`config.mk`:
```
export PLATFORM = sky130hd
export DESIGN_NAME = first_fit_block_allocator
export DESIGN_NICKNAME = d
export VERILOG_FILES = /design/src/ffba_pkg.sv /design/src/ffba_table.sv /design/src/ffba_match.sv /design/src/first_fit_block_allocator.sv
export VERILOG_INCLUDE_DIRS = /design/src /design/src/src
export SDC_FILE = /design/constraint.sdc
export NUM_CORES = 2
export LEC_CHECK = 0
export BUFFER_PORTS_ARGS = -buffer_cell sky130_fd_sc_hd__buf_2
export CAP_MARGIN = 10
export CORE_UTILIZATION = 57
export DETAILED_ROUTE_END_ITERATION = 7
export PLACE_DENSITY = 0.85
export SLEW_MARGIN = 10
export SYNTH_ARGS = -nofsm -noshare
export SYNTH_HDL_FRONTEND = slang
export SYNTH_SLANG_ARGS = --single-unit
```
`constraint.sdc`:
```
create_clock -name clk -period 6.4 [get_ports clk]
set_input_delay 0.96 -clock clk [delete_from_list [all_inputs] [get_ports clk]]
set_output_delay 0.96 -clock clk [all_outputs]
set_load 0.05 [all_outputs]
```
`src/first_fit_block_allocator_defines.svh`:
```
// assertion macros for the first-fit block allocator
`ifndef FIRST_FIT_BLOCK_ALLOCATOR_DEFINES_SVH
`define FIRST_FIT_BLOCK_ALLOCATOR_DEFINES_SVH
`ifndef ASSERT_OFF
`define FFBA_ASSERT(lbl, clk, rst, prop, msg) \
  lbl: assert property (@(posedge clk) disable iff (rst) prop) else $error(msg);
`define FFBA_ASSERT_ALWAYS(lbl, clk, prop, msg) \
  lbl: assert property (@(posedge clk) prop) else $error(msg);
`else
`define FFBA_ASSERT(lbl, clk, rst, prop, msg)
`define FFBA_ASSERT_ALWAYS(lbl, clk, prop, msg)
`endif
`endif

```
`src/ffba_pkg.sv`:
```
`timescale 1ns / 1ps

package ffba_pkg;

  // field widths
  localparam int ADDR_W  = 20;
  localparam int SIZE_W  = 20;
  localparam int BASE_W  = 21;
  localparam int LIMIT_W = 21;

  // parameter defaults
  localparam int MAX_BLOCKS_DEF   = 64;
  localparam int HEADER_BYTES_DEF = 24;
  localparam int ADDR_BITS_DEF    = 20;

  localparam logic [LIMIT_W-1:0] LIMIT_RESET = 21'h100000;

  typedef enum logic [1:0] {
    OP_ALLOC   = 2'd0,
    OP_FREE    = 2'd1,
    OP_REALLOC = 2'd2
  } opcode_t;

  typedef enum logic [1:0] {
    ST_OK      = 2'd0,
    ST_ZERO    = 2'd1,
    ST_FULL    = 2'd2,
    ST_BADFREE = 2'd3
  } status_t;

  // what the shared compare unit looks for
  typedef enum logic {
    MODE_FIT  = 1'b0,
    MODE_FIND = 1'b1
  } mode_t;

  typedef struct packed {
    logic [BASE_W-1:0] base;
    logic [SIZE_W-1:0] size;
    logic              free;
  } entry_t;

endpackage

```
`src/ffba_table.sv`:
```
`timescale 1ns / 1ps

module ffba_table #(
  parameter int DEPTH = ffba_pkg::MAX_BLOCKS_DEF,
  parameter int IDXW  = $clog2(ffba_pkg::MAX_BLOCKS_DEF)
) (
  input  logic             clk,
  input  logic             wr_en,
  input  logic [IDXW-1:0]  wr_idx,
  input  ffba_pkg::entry_t wr_entry,
  input  logic             rd_en,
  input  logic [IDXW-1:0]  rd_idx,
  output ffba_pkg::entry_t rd_entry
);

  ffba_pkg::entry_t mem [DEPTH];

  always_ff @(posedge clk) begin
    if (wr_en) begin
      mem[wr_idx] <= wr_entry;
    end
  end

  // registered read port
  always_ff @(posedge clk) begin
    if (rd_en) begin
      rd_entry <= mem[rd_idx];
    end
  end

endmodule

```
`src/ffba_match.sv`:
```
`timescale 1ns / 1ps

module ffba_match #(
  parameter int HEADER_BYTES = ffba_pkg::HEADER_BYTES_DEF
) (
  input  ffba_pkg::mode_t              mode,
  input  ffba_pkg::entry_t             entry,
  input  logic [ffba_pkg::SIZE_W-1:0]  key_size,
  input  logic [ffba_pkg::ADDR_W-1:0]  key_addr,
  output logic                         hit
);

  localparam int SUMW = ffba_pkg::BASE_W + 1;

  logic [SUMW-1:0] payload;
  logic            fit_ok;
  logic            addr_ok;

  // free block large enough, or block base plus header lands on the key address
  assign payload = {1'b0, entry.base} + SUMW'(HEADER_BYTES);
  assign fit_ok  = entry.free && (entry.size >= key_size);
  assign addr_ok = (payload == SUMW'(key_addr));

  always_comb begin
    case (mode)
      ffba_pkg::MODE_FIT:  hit = fit_ok;
      ffba_pkg::MODE_FIND: hit = addr_ok;
      default:             hit = 1'b0;
    endcase
  end

endmodule

```
`src/first_fit_block_allocator.sv`:
```
`timescale 1ns / 1ps
// First-fit heap block allocator. Each request (allocate, free, reallocate) walks the
// block table one entry per cycle through a single read port and one shared compare
// unit. The walk covers the entries below count, the number of blocks in the table;
// a hit ends the walk early. A reallocate that has to move walks the table twice,
// once to find the old block and once to place the new one. Zero-size allocates,
// null frees and unused opcodes skip the walk and go straight to the result.
// The block takes one request at a time; the result sits in an output register,
// so the next request can be taken while the previous result waits.
// heap_limit may only be written while no request is in flight. Table entries hold
// no reset value; only entries below the block count are ever looked at.

`include "first_fit_block_allocator_defines.svh"

module first_fit_block_allocator #(
  parameter int MAX_BLOCKS   = ffba_pkg::MAX_BLOCKS_DEF,
  parameter int HEADER_BYTES = ffba_pkg::HEADER_BYTES_DEF,
  parameter int ADDR_BITS    = ffba_pkg::ADDR_BITS_DEF
) (
  input  logic                          clk,
  input  logic                          rst,
  // request channel
  input  logic                          in_valid,
  output logic                          in_ready,
  input  logic [1:0]                    opcode,
  input  logic [ffba_pkg::SIZE_W-1:0]   request_size,
  input  logic [ffba_pkg::ADDR_W-1:0]   payload_address,
  // result channel
  output logic                          out_valid,
  input  logic                          out_ready,
  output logic [ffba_pkg::ADDR_W-1:0]   result_address,
  output logic [1:0]                    status,
  output logic                          moved,
  output logic [ffba_pkg::SIZE_W-1:0]   copy_length,
  // heap limit register write
  input  logic                          cfg_valid,
  output logic                          cfg_ready,
  input  logic [ffba_pkg::LIMIT_W-1:0]  cfg_data
);

  localparam int AW   = ffba_pkg::ADDR_W;
  localparam int SW   = ffba_pkg::SIZE_W;
  localparam int LW   = ffba_pkg::LIMIT_W;
  localparam int SUMW = LW + 1;
  localparam int IDXW = $clog2(MAX_BLOCKS);
  localparam int CNTW = $clog2(MAX_BLOCKS + 1);

  // address mask and address space cap
  localparam logic [63:0] AMASK64 = (64'd1 << ADDR_BITS) - 64'd1;
  localparam logic [63:0] CAP64   = (ADDR_BITS < LW) ? (64'd1 << ADDR_BITS)
                                                     : ((64'd1 << LW) - 64'd1);
  localparam logic [SUMW-1:0] HDR = SUMW'(HEADER_BYTES);

  typedef enum logic [4:0] {
    S_IDLE    = 5'b00001,
    S_SCAN    = 5'b00010,
    S_APPEND  = 5'b00100,
    S_RELEASE = 5'b01000,
    S_DONE    = 5'b10000
  } state_t;

  state_t state;

  // heap bookkeeping
  logic [CNTW-1:0] count;
  logic [LW-1:0]   brk;
  logic [LW-1:0]   heap_limit;

  // request in flight
  ffba_pkg::opcode_t op_r;
  logic [SW-1:0]     size_r;
  logic [AW-1:0]     addr_r;
  ffba_pkg::mode_t   mode;
  logic              is_realloc;  // fit scan belongs to a moving reallocate

  // scan pointer and read pipeline
  logic [CNTW-1:0] idx;
  logic            pend;
  logic [IDXW-1:0] pend_idx;

  // old block of a moving reallocate
  logic [IDXW-1:0]   k_idx;
  ffba_pkg::entry_t  k_entry;

  // working result
  logic [AW-1:0]     w_addr;
  ffba_pkg::status_t w_status;
  logic              w_moved;
  logic [SW-1:0]     w_copy;

  // table ports
  logic              rd_en;
  ffba_pkg::entry_t  rd_entry;
  logic              wr_en;
  logic [IDXW-1:0]   wr_idx;
  ffba_pkg::entry_t  wr_entry;

  logic              hit;
  logic              scan_hit;
  logic              scan_miss;
  logic              move_start;
  logic [AW-1:0]     addr_in;
  logic [AW-1:0]     entry_payload;
  logic [AW-1:0]     brk_payload;
  logic [LW-1:0]     eff_limit;
  logic [SUMW-1:0]   grow_sum;
  logic              room;
  logic              alloc_path;

  function automatic logic opcode_t_is_alloc(input logic [1:0] op, input logic [AW-1:0] a);
    logic r;
    r = (op == ffba_pkg::OP_ALLOC) || ((op == ffba_pkg::OP_REALLOC) && (a == '0));
    return r;
  endfunction

  ffba_table #(
    .DEPTH (MAX_BLOCKS),
    .IDXW  (IDXW)
  ) u_table (
    .clk      (clk),
    .wr_en    (wr_en),
    .wr_idx   (wr_idx),
    .wr_entry (wr_entry),
    .rd_en    (rd_en),
    .rd_idx   (idx[IDXW-1:0]),
    .rd_entry (rd_entry)
  );

  // shared compare unit, looks at the entry read the cycle before
  ffba_match #(
    .HEADER_BYTES (HEADER_BYTES)
  ) u_match (
    .mode     (mode),
    .entry    (rd_entry),
    .key_size (size_r),
    .key_addr (addr_r),
    .hit      (hit)
  );

  assign in_ready  = (state == S_IDLE);
  assign cfg_ready = 1'b1;

  assign addr_in    = payload_address & AMASK64[AW-1:0];
  assign alloc_path = (opcode_t_is_alloc(opcode, addr_in));

  // scan: read idx this cycle, compare the entry fetched last cycle
  assign rd_en     = (state == S_SCAN) && (idx < count);
  assign scan_hit  = (state == S_SCAN) && pend && hit;
  assign scan_miss = (state == S_SCAN) && !pend && !rd_en;

  // old block found but too small, the walk starts over as a fit search
  assign move_start = scan_hit && (mode == ffba_pkg::MODE_FIND) && !rd_entry.free &&
                      (op_r == ffba_pkg::OP_REALLOC) && (rd_entry.size < size_r);

  assign entry_payload = AW'({1'b0, rd_entry.base} + HDR);
  assign brk_payload   = AW'({1'b0, brk} + HDR);

  // growth check against the table depth and the smaller of heap_limit and the address space
  assign eff_limit = (heap_limit > CAP64[LW-1:0]) ? CAP64[LW-1:0] : heap_limit;
  assign grow_sum  = {1'b0, brk} + HDR + SUMW'(size_r);
  assign room      = (count != CNTW'(MAX_BLOCKS)) && (grow_sum <= {1'b0, eff_limit});

  // table write port
  always_comb begin
    wr_en    = 1'b0;
    wr_idx   = pend_idx;
    wr_entry = rd_entry;
    case (state)
      S_SCAN: begin
        if (scan_hit) begin
          if (mode == ffba_pkg::MODE_FIT) begin
            // take the free block whole
            wr_en         = 1'b1;
            wr_entry.free = 1'b0;
          end else if (!rd_entry.free && (op_r == ffba_pkg::OP_FREE)) begin
            wr_en         = 1'b1;
            wr_entry.free = 1'b1;
          end
        end
      end
      S_APPEND: begin
        // new block at the break
        wr_en    = room;
        wr_idx   = count[IDXW-1:0];
        wr_entry = '{base: brk, size: size_r, free: 1'b0};
      end
      S_RELEASE: begin
        // old block of a moved reallocate goes free
        wr_en         = 1'b1;
        wr_idx        = k_idx;
        wr_entry      = k_entry;
        wr_entry.free = 1'b1;
      end
      default: begin
        wr_en = 1'b0;
      end
    endcase
  end

  // heap limit register
  always_ff @(posedge clk) begin
    if (rst) begin
      heap_limit <= ffba_pkg::LIMIT_RESET;
    end else if (cfg_valid && cfg_ready) begin
      heap_limit <= cfg_data;
    end
  end

  // sequencer
  always_ff @(posedge clk) begin
    if (rst) begin
      state     <= S_IDLE;
      count     <= '0;
      brk       <= '0;
      pend      <= 1'b0;
      out_valid <= 1'b0;
    end else begin
      // a handover in S_DONE refills the output register itself
      if (out_valid && out_ready && (state != S_DONE)) begin
        out_valid <= 1'b0;
      end
      case (state)
        S_IDLE: begin
          if (in_valid) begin
            op_r       <= ffba_pkg::opcode_t'(opcode);
            size_r     <= request_size;
            addr_r     <= addr_in;
            idx        <= '0;
            pend       <= 1'b0;
            is_realloc <= 1'b0;
            w_addr     <= '0;
            w_moved    <= 1'b0;
            w_copy     <= '0;
            if (alloc_path && (request_size == '0)) begin
              w_status <= ffba_pkg::ST_ZERO;
            end else begin
              w_status <= ffba_pkg::ST_OK;
            end
            if (alloc_path) begin
              mode <= ffba_pkg::MODE_FIT;
              if (request_size == '0) begin
                state <= S_DONE;
              end else begin
                state <= S_SCAN;
              end
            end else begin
              mode <= ffba_pkg::MODE_FIND;
              case (ffba_pkg::opcode_t'(opcode))
                ffba_pkg::OP_FREE: begin
                  // null free does nothing
                  state <= (addr_in == '0) ? S_DONE : S_SCAN;
                end
                ffba_pkg::OP_REALLOC: begin
                  state <= S_SCAN;
                end
                default: begin
                  state <= S_DONE;
                end
              endcase
            end
          end
        end

        S_SCAN: begin
          if (move_start) begin
            idx  <= '0;
            pend <= 1'b0;
          end else begin
            idx  <= idx + CNTW'(rd_en);
            pend <= rd_en;
          end
          pend_idx <= idx[IDXW-1:0];
          if (scan_hit) begin
            if (mode == ffba_pkg::MODE_FIT) begin
              w_addr <= entry_payload;
              if (is_realloc) begin
                w_moved <= 1'b1;
                w_copy  <= k_entry.size;
                state   <= S_RELEASE;
              end else begin
                state <= S_DONE;
              end
            end else if (rd_entry.free) begin
              // double free or reallocate of a free block
              w_status <= ffba_pkg::ST_BADFREE;
              state    <= S_DONE;
            end else if (op_r == ffba_pkg::OP_FREE) begin
              state <= S_DONE;
            end else if (rd_entry.size >= size_r) begin
              // block already large enough, keep it
              w_addr <= addr_r;
              state  <= S_DONE;
            end else begin
              // remember the old block, restart the walk as a fit search
              k_idx      <= pend_idx;
              k_entry    <= rd_entry;
              is_realloc <= 1'b1;
              mode       <= ffba_pkg::MODE_FIT;
            end
          end else if (scan_miss) begin
            if (mode == ffba_pkg::MODE_FIT) begin
              state <= S_APPEND;
            end else begin
              w_status <= ffba_pkg::ST_BADFREE;
              state    <= S_DONE;
            end
          end
        end

        S_APPEND: begin
          if (room) begin
            count  <= count + 1'b1;
            brk    <= grow_sum[LW-1:0];
            w_addr <= brk_payload;
            if (is_realloc) begin
              w_moved <= 1'b1;
              w_copy  <= k_entry.size;
              state   <= S_RELEASE;
            end else begin
              state <= S_DONE;
            end
          end else begin
            // limit reached or table full
            w_status <= ffba_pkg::ST_FULL;
            state    <= S_DONE;
          end
        end

        S_RELEASE: begin
          state <= S_DONE;
        end

        S_DONE: begin
          // hand over once the output register is free
          if (!out_valid || out_ready) begin
            result_address <= w_addr;
            status         <= w_status;
            moved          <= w_moved;
            copy_length    <= w_copy;
            out_valid      <= 1'b1;
            state          <= S_IDLE;
          end
        end

        default: begin
          state <= S_IDLE;
        end
      endcase
    end
  end

  `FFBA_ASSERT_ALWAYS(a_reset_idle, clk, $past(rst) |-> (state == S_IDLE) && !out_valid && (count == '0), "not idle after reset")
  `FFBA_ASSERT(a_count_bound, clk, rst, count <= CNTW'(MAX_BLOCKS), "block count past table depth")
  `FFBA_ASSERT(a_grow_step, clk, rst, !$past(rst) && (count != $past(count)) |-> (count == $past(count) + 1'b1) && (brk > $past(brk)), "block count moved without break growth")
  `FFBA_ASSERT(a_wr_busy, clk, rst, wr_en |-> (state != S_IDLE) && (state != S_DONE), "table written outside a request")
  `FFBA_ASSERT(a_moved_ok, clk, rst, out_valid && moved |-> (status == ffba_pkg::ST_OK), "move reported with error status")
  `FFBA_ASSERT(a_full_null, clk, rst, out_valid && (status == ffba_pkg::ST_FULL) |-> (result_address == '0) && !moved, "failed allocate returned an address")

endmodule

```
==> metrics.txt <==
Cells after Synth=5266; layout overhead on the synthesized area=14.88%; Async SR Flop Fraction=0%; clock-pin transition on the worst setup and hold timing paths=0.06 ns; CTS sink cnt=2976; maximum achievable frequency=0.1597 GHz; Max Slew Vio Count=0; clock insertion delay at the later pin of the skew report=0.98 ns; DRT Wirelength=372700 microns; worst-case clock skew=0.1011 ns; initial antenna violation count=42; master cell of the clock root buffer=sky130_fd_sc_hd__clkbuf_16; initial core utilization=57.60%; cell area after technology mapping=116900 sq um; placeable core area=202900 sq um; WP data arrival=6.95 ns; maximum root-to-sink buffer count=4; FF+latch count, synth=2976; DP Wirelength=204500 microns; Area after DPL=124500 sq um; crit path max-delay cell type=sky130_fd_sc_hd__a2111o_1; final routed wire length divided by cell count=43.10 microns; setup-violating endpoint count in the final report=0; I/O pin cnt=114; total number of vias=64380; power density relative to cell area=319.9 nW/um^2; type of the worst setup path=reg2reg; worst hold path class=in2reg; endpoint kind of the worst setup timing path=flop; Min Clock Period, post-route=6.263 ns; final cycle utilization of the critical path=97.86%; number of DRC markers after the initial detailed-route iteration=11270; die boundary width=454.9 microns; Top FF cell, synth=sky130_fd_sc_hd__edfxtp_1; flip-flop and latch area=88810 sq um; critical-path maximum fanout=17; area of the die=206900 sq um; global-route wire length before repair=505700 microns; synthesis warning total=0; Total Neg Setup Slack=0 ns; die height=454.9 microns; sequential share of the synthesized area=75.97%; Synth area leaders=sky130_fd_sc_hd__edfxtp_1, sky130_fd_sc_hd__mux4_2, sky130_fd_sc_hd__dfxtp_1; number of cells in the design after placement=8089; end point of the most critical hold path=size_r[19]$_DFFE_PP_; measured slew at the worst slew-check pin=1.205 ns; Synth cell types=79; Max Cap Violations=0; fin area=134300 sq um; final instance count without filler cells=8647; via density per instance=7.446; remaining global-route overflow=0; worst-case setup margin in the final layout=0.1368 ns; endpoint of the worst-slack reg-to-reg timing path=u_table.mem[28][14]$_DFFE_PP_; final hold slack=0.2349 ns; Final nets=5905; number of nets still failing antenna checks after routing=0; origin of the worst min-delay path=request_size[19]; pin count of the biggest net entering global routing=157; share of the synthesized area in the top cell type=75.01%; input/output buffers=112; Reg2Reg Launch Point=brk[3]$_SDFFE_PP0P_; GRT Resource Usage Total=35.91%; H-tree levels=5; post-cts hold buffer count=0; flop2flop setup slack=0.14 ns; most common library cell in the layout ignoring fill and taps=sky130_fd_sc_hd__edfxtp_1; number of enable flip-flop cells after synthesis=2920; via count of the first global-routing pass=62300; result of the run=completed; routability congestion estimate=0.9341; leak pwr=42.37 nW; highest cell delay on the worst timing path=0.43 ns; startpoint of the worst setup timing path=brk[3]$_SDFFE_PP0P_; total area of multi-input combinational cells=27490 sq um; share of layout cells above drive strength 1=31.09%; cell taking the most area after synthesis=sky130_fd_sc_hd__edfxtp_1; Post-Syn Nets=5412; Inserted Clock Buffers=301; total DRC errors in the routed layout=0; Pre-Repair DR Iteration Count=7; mean instance size in the synthesized netlist=22.20 sq um; Data required, critical path=7.09 ns; worst-case reg-to-reg path depth=28; top library cells by usage in the layout, fill and taps aside=sky130_fd_sc_hd__edfxtp_1, sky130_fd_sc_hd__mux4_2, sky130_fd_sc_hd__clkbuf_16; placement-stage worst setup slack=-0.1331 ns; standard-cell rows=165; fill cell total of the finished layout=11620; Worst VDD drop=342.6 uV; hold path depth=1; Max-slew headroom=19.65%; critical path launch point type=flop; Hold Vio Cnt, Final=0; TritonCTS clock tree=done; setup repair after global routing missed its margin=yes
cell usage after synthesis, types with 7 or more instances:
library cell               count
sky130_fd_sc_hd__a21o_1       17
sky130_fd_sc_hd__edfxtp_1   2920
sky130_fd_sc_hd__a221o_1      10
sky130_fd_sc_hd__clkbuf_1    184
sky130_fd_sc_hd__o21ai_0      60
sky130_fd_sc_hd__xnor2_1      49
sky130_fd_sc_hd__nor3_1       29
sky130_fd_sc_hd__or3_1         7
sky130_fd_sc_hd__o311ai_4      8
sky130_fd_sc_hd__inv_1        59
sky130_fd_sc_hd__dfxtp_1      56
sky130_fd_sc_hd__nand4_1      18
sky130_fd_sc_hd__a22oi_1      35
sky130_fd_sc_hd__and3_1        8
sky130_fd_sc_hd__mux2i_1      49
sky130_fd_sc_hd__nand3_1      33
sky130_fd_sc_hd__and2_1        7
sky130_fd_sc_hd__buf_2         9
sky130_fd_sc_hd__mux4_2      882
sky130_fd_sc_hd__nor2_1      199
sky130_fd_sc_hd__buf_1        69
sky130_fd_sc_hd__nand2_1     197
sky130_fd_sc_hd__nor2b_1      17
sky130_fd_sc_hd__ha_1         77
sky130_fd_sc_hd__nor4_1       29
sky130_fd_sc_hd__a21oi_1      79
sky130_fd_sc_hd__xor2_1       21
sky130_fd_sc_hd__o211ai_1      9
registers in the layout (all words and copies together), names as in the netlist, 5 cells and up:
signal            flops
copy_length          20
brk                  21
u_table.mem        2688
result_address       20
pend_idx              6
w_addr               20
u_table.rd_entry     42
idx                   7
state                 5
size_r               20
k_idx                 6
count                 7
addr_r               20
w_copy               20
heap_limit           21
k_entry              41
logic make-up (layout without fill, tap and decap cells):
logic type      after synthesis  in the layout  share of synthesized area [%]
compound gates              291            291                          1.772
xor+xnor                     74             74                         0.6015
fa+ha+maj                    78             78                         0.8413
buf+inv                     331           1020                          1.111
flops                      2976           2976                          75.97
mux                         932            932                          17.42
other cells                   1             15                       0.003208
simple gates                583            589                          2.282
metal layers:
metal / vias to the layer above / wire (microns) / track usage, %
li1: 23230 / - / -
met1: 32890 / 116000 / 45.07
met2: 6815 / 179700 / 57.76
met3: 1401 / 48160 / 8.591
met4: 42 / 28490 / 20.70
met5: - / 296 / 0
worst max path at each step:
stage	to	slack, ns	cells after the start
global placement	u_table.mem[39][21]$_DFFE_PP_	-0.27	27
global route	u_table.mem[4][22]$_DFFE_PP_	-0.09	27
CTS	u_table.mem[27][11]$_DFFE_PP_	0.03	29
detailed placement	u_table.mem[18][22]$_DFFE_PP_	-0.13	27
finish	u_table.mem[28][14]$_DFFE_PP_	0.14	28
floorplan	u_table.mem[20][0]$_DFFE_PP_	-0.61	24
where the power goes:
part | internal (mW) | leakage [nW] | switching (mW) | total, mW
Sequential | 21.4 | 26.7 | 0.125 | 21.5
Combinational | 1.53 | 11.1 | 2.35 | 3.87
Clock | 9.81 | 4.51 | 7.74 | 17.5
area by class of cell:
class,count,area share (%)
antenna,14,0.02609
clock buffer,356,5.856
clock inverter,149,1.056
inverter,60,0.1677
multi-input combinational,1965,20.47
sequential,2976,66.13
tap,2672,2.490
timing repair buffer,455,3.803
through the flow:
stage,utilization (%),power (mW)
2_1_floorplan,-,24.12
3_3_place_gp,61.29,25.43
3_5_place_dp,61.36,25.57
4_1_cts,65.93,42.81
5_1_grt,66.16,43.60
6_report,66.17,42.96
worst max-delay path, delay by kind of cell (launching register included):
family	cells	cell delay (ns)
AOI/OAI and AO/OA	7	1.61
xor gates and xnor gates	2	0.31
adders and majority gates	3	0.75
buffers and inverters	6	1.23
DFF	1	0.33
and+or+nand+nor	10	1.76
repair_timing:
item / in CTS / in global routing
setup buffers: 0 / 31
gates resized for setup: 1 / 17
cloned: 1 / 6
endpoints found under the setup margin: 42 / 2218
pin swaps: 1 / 17
hold endpoints to repair: 0 / 0
(Power assumes the default switching activity.)
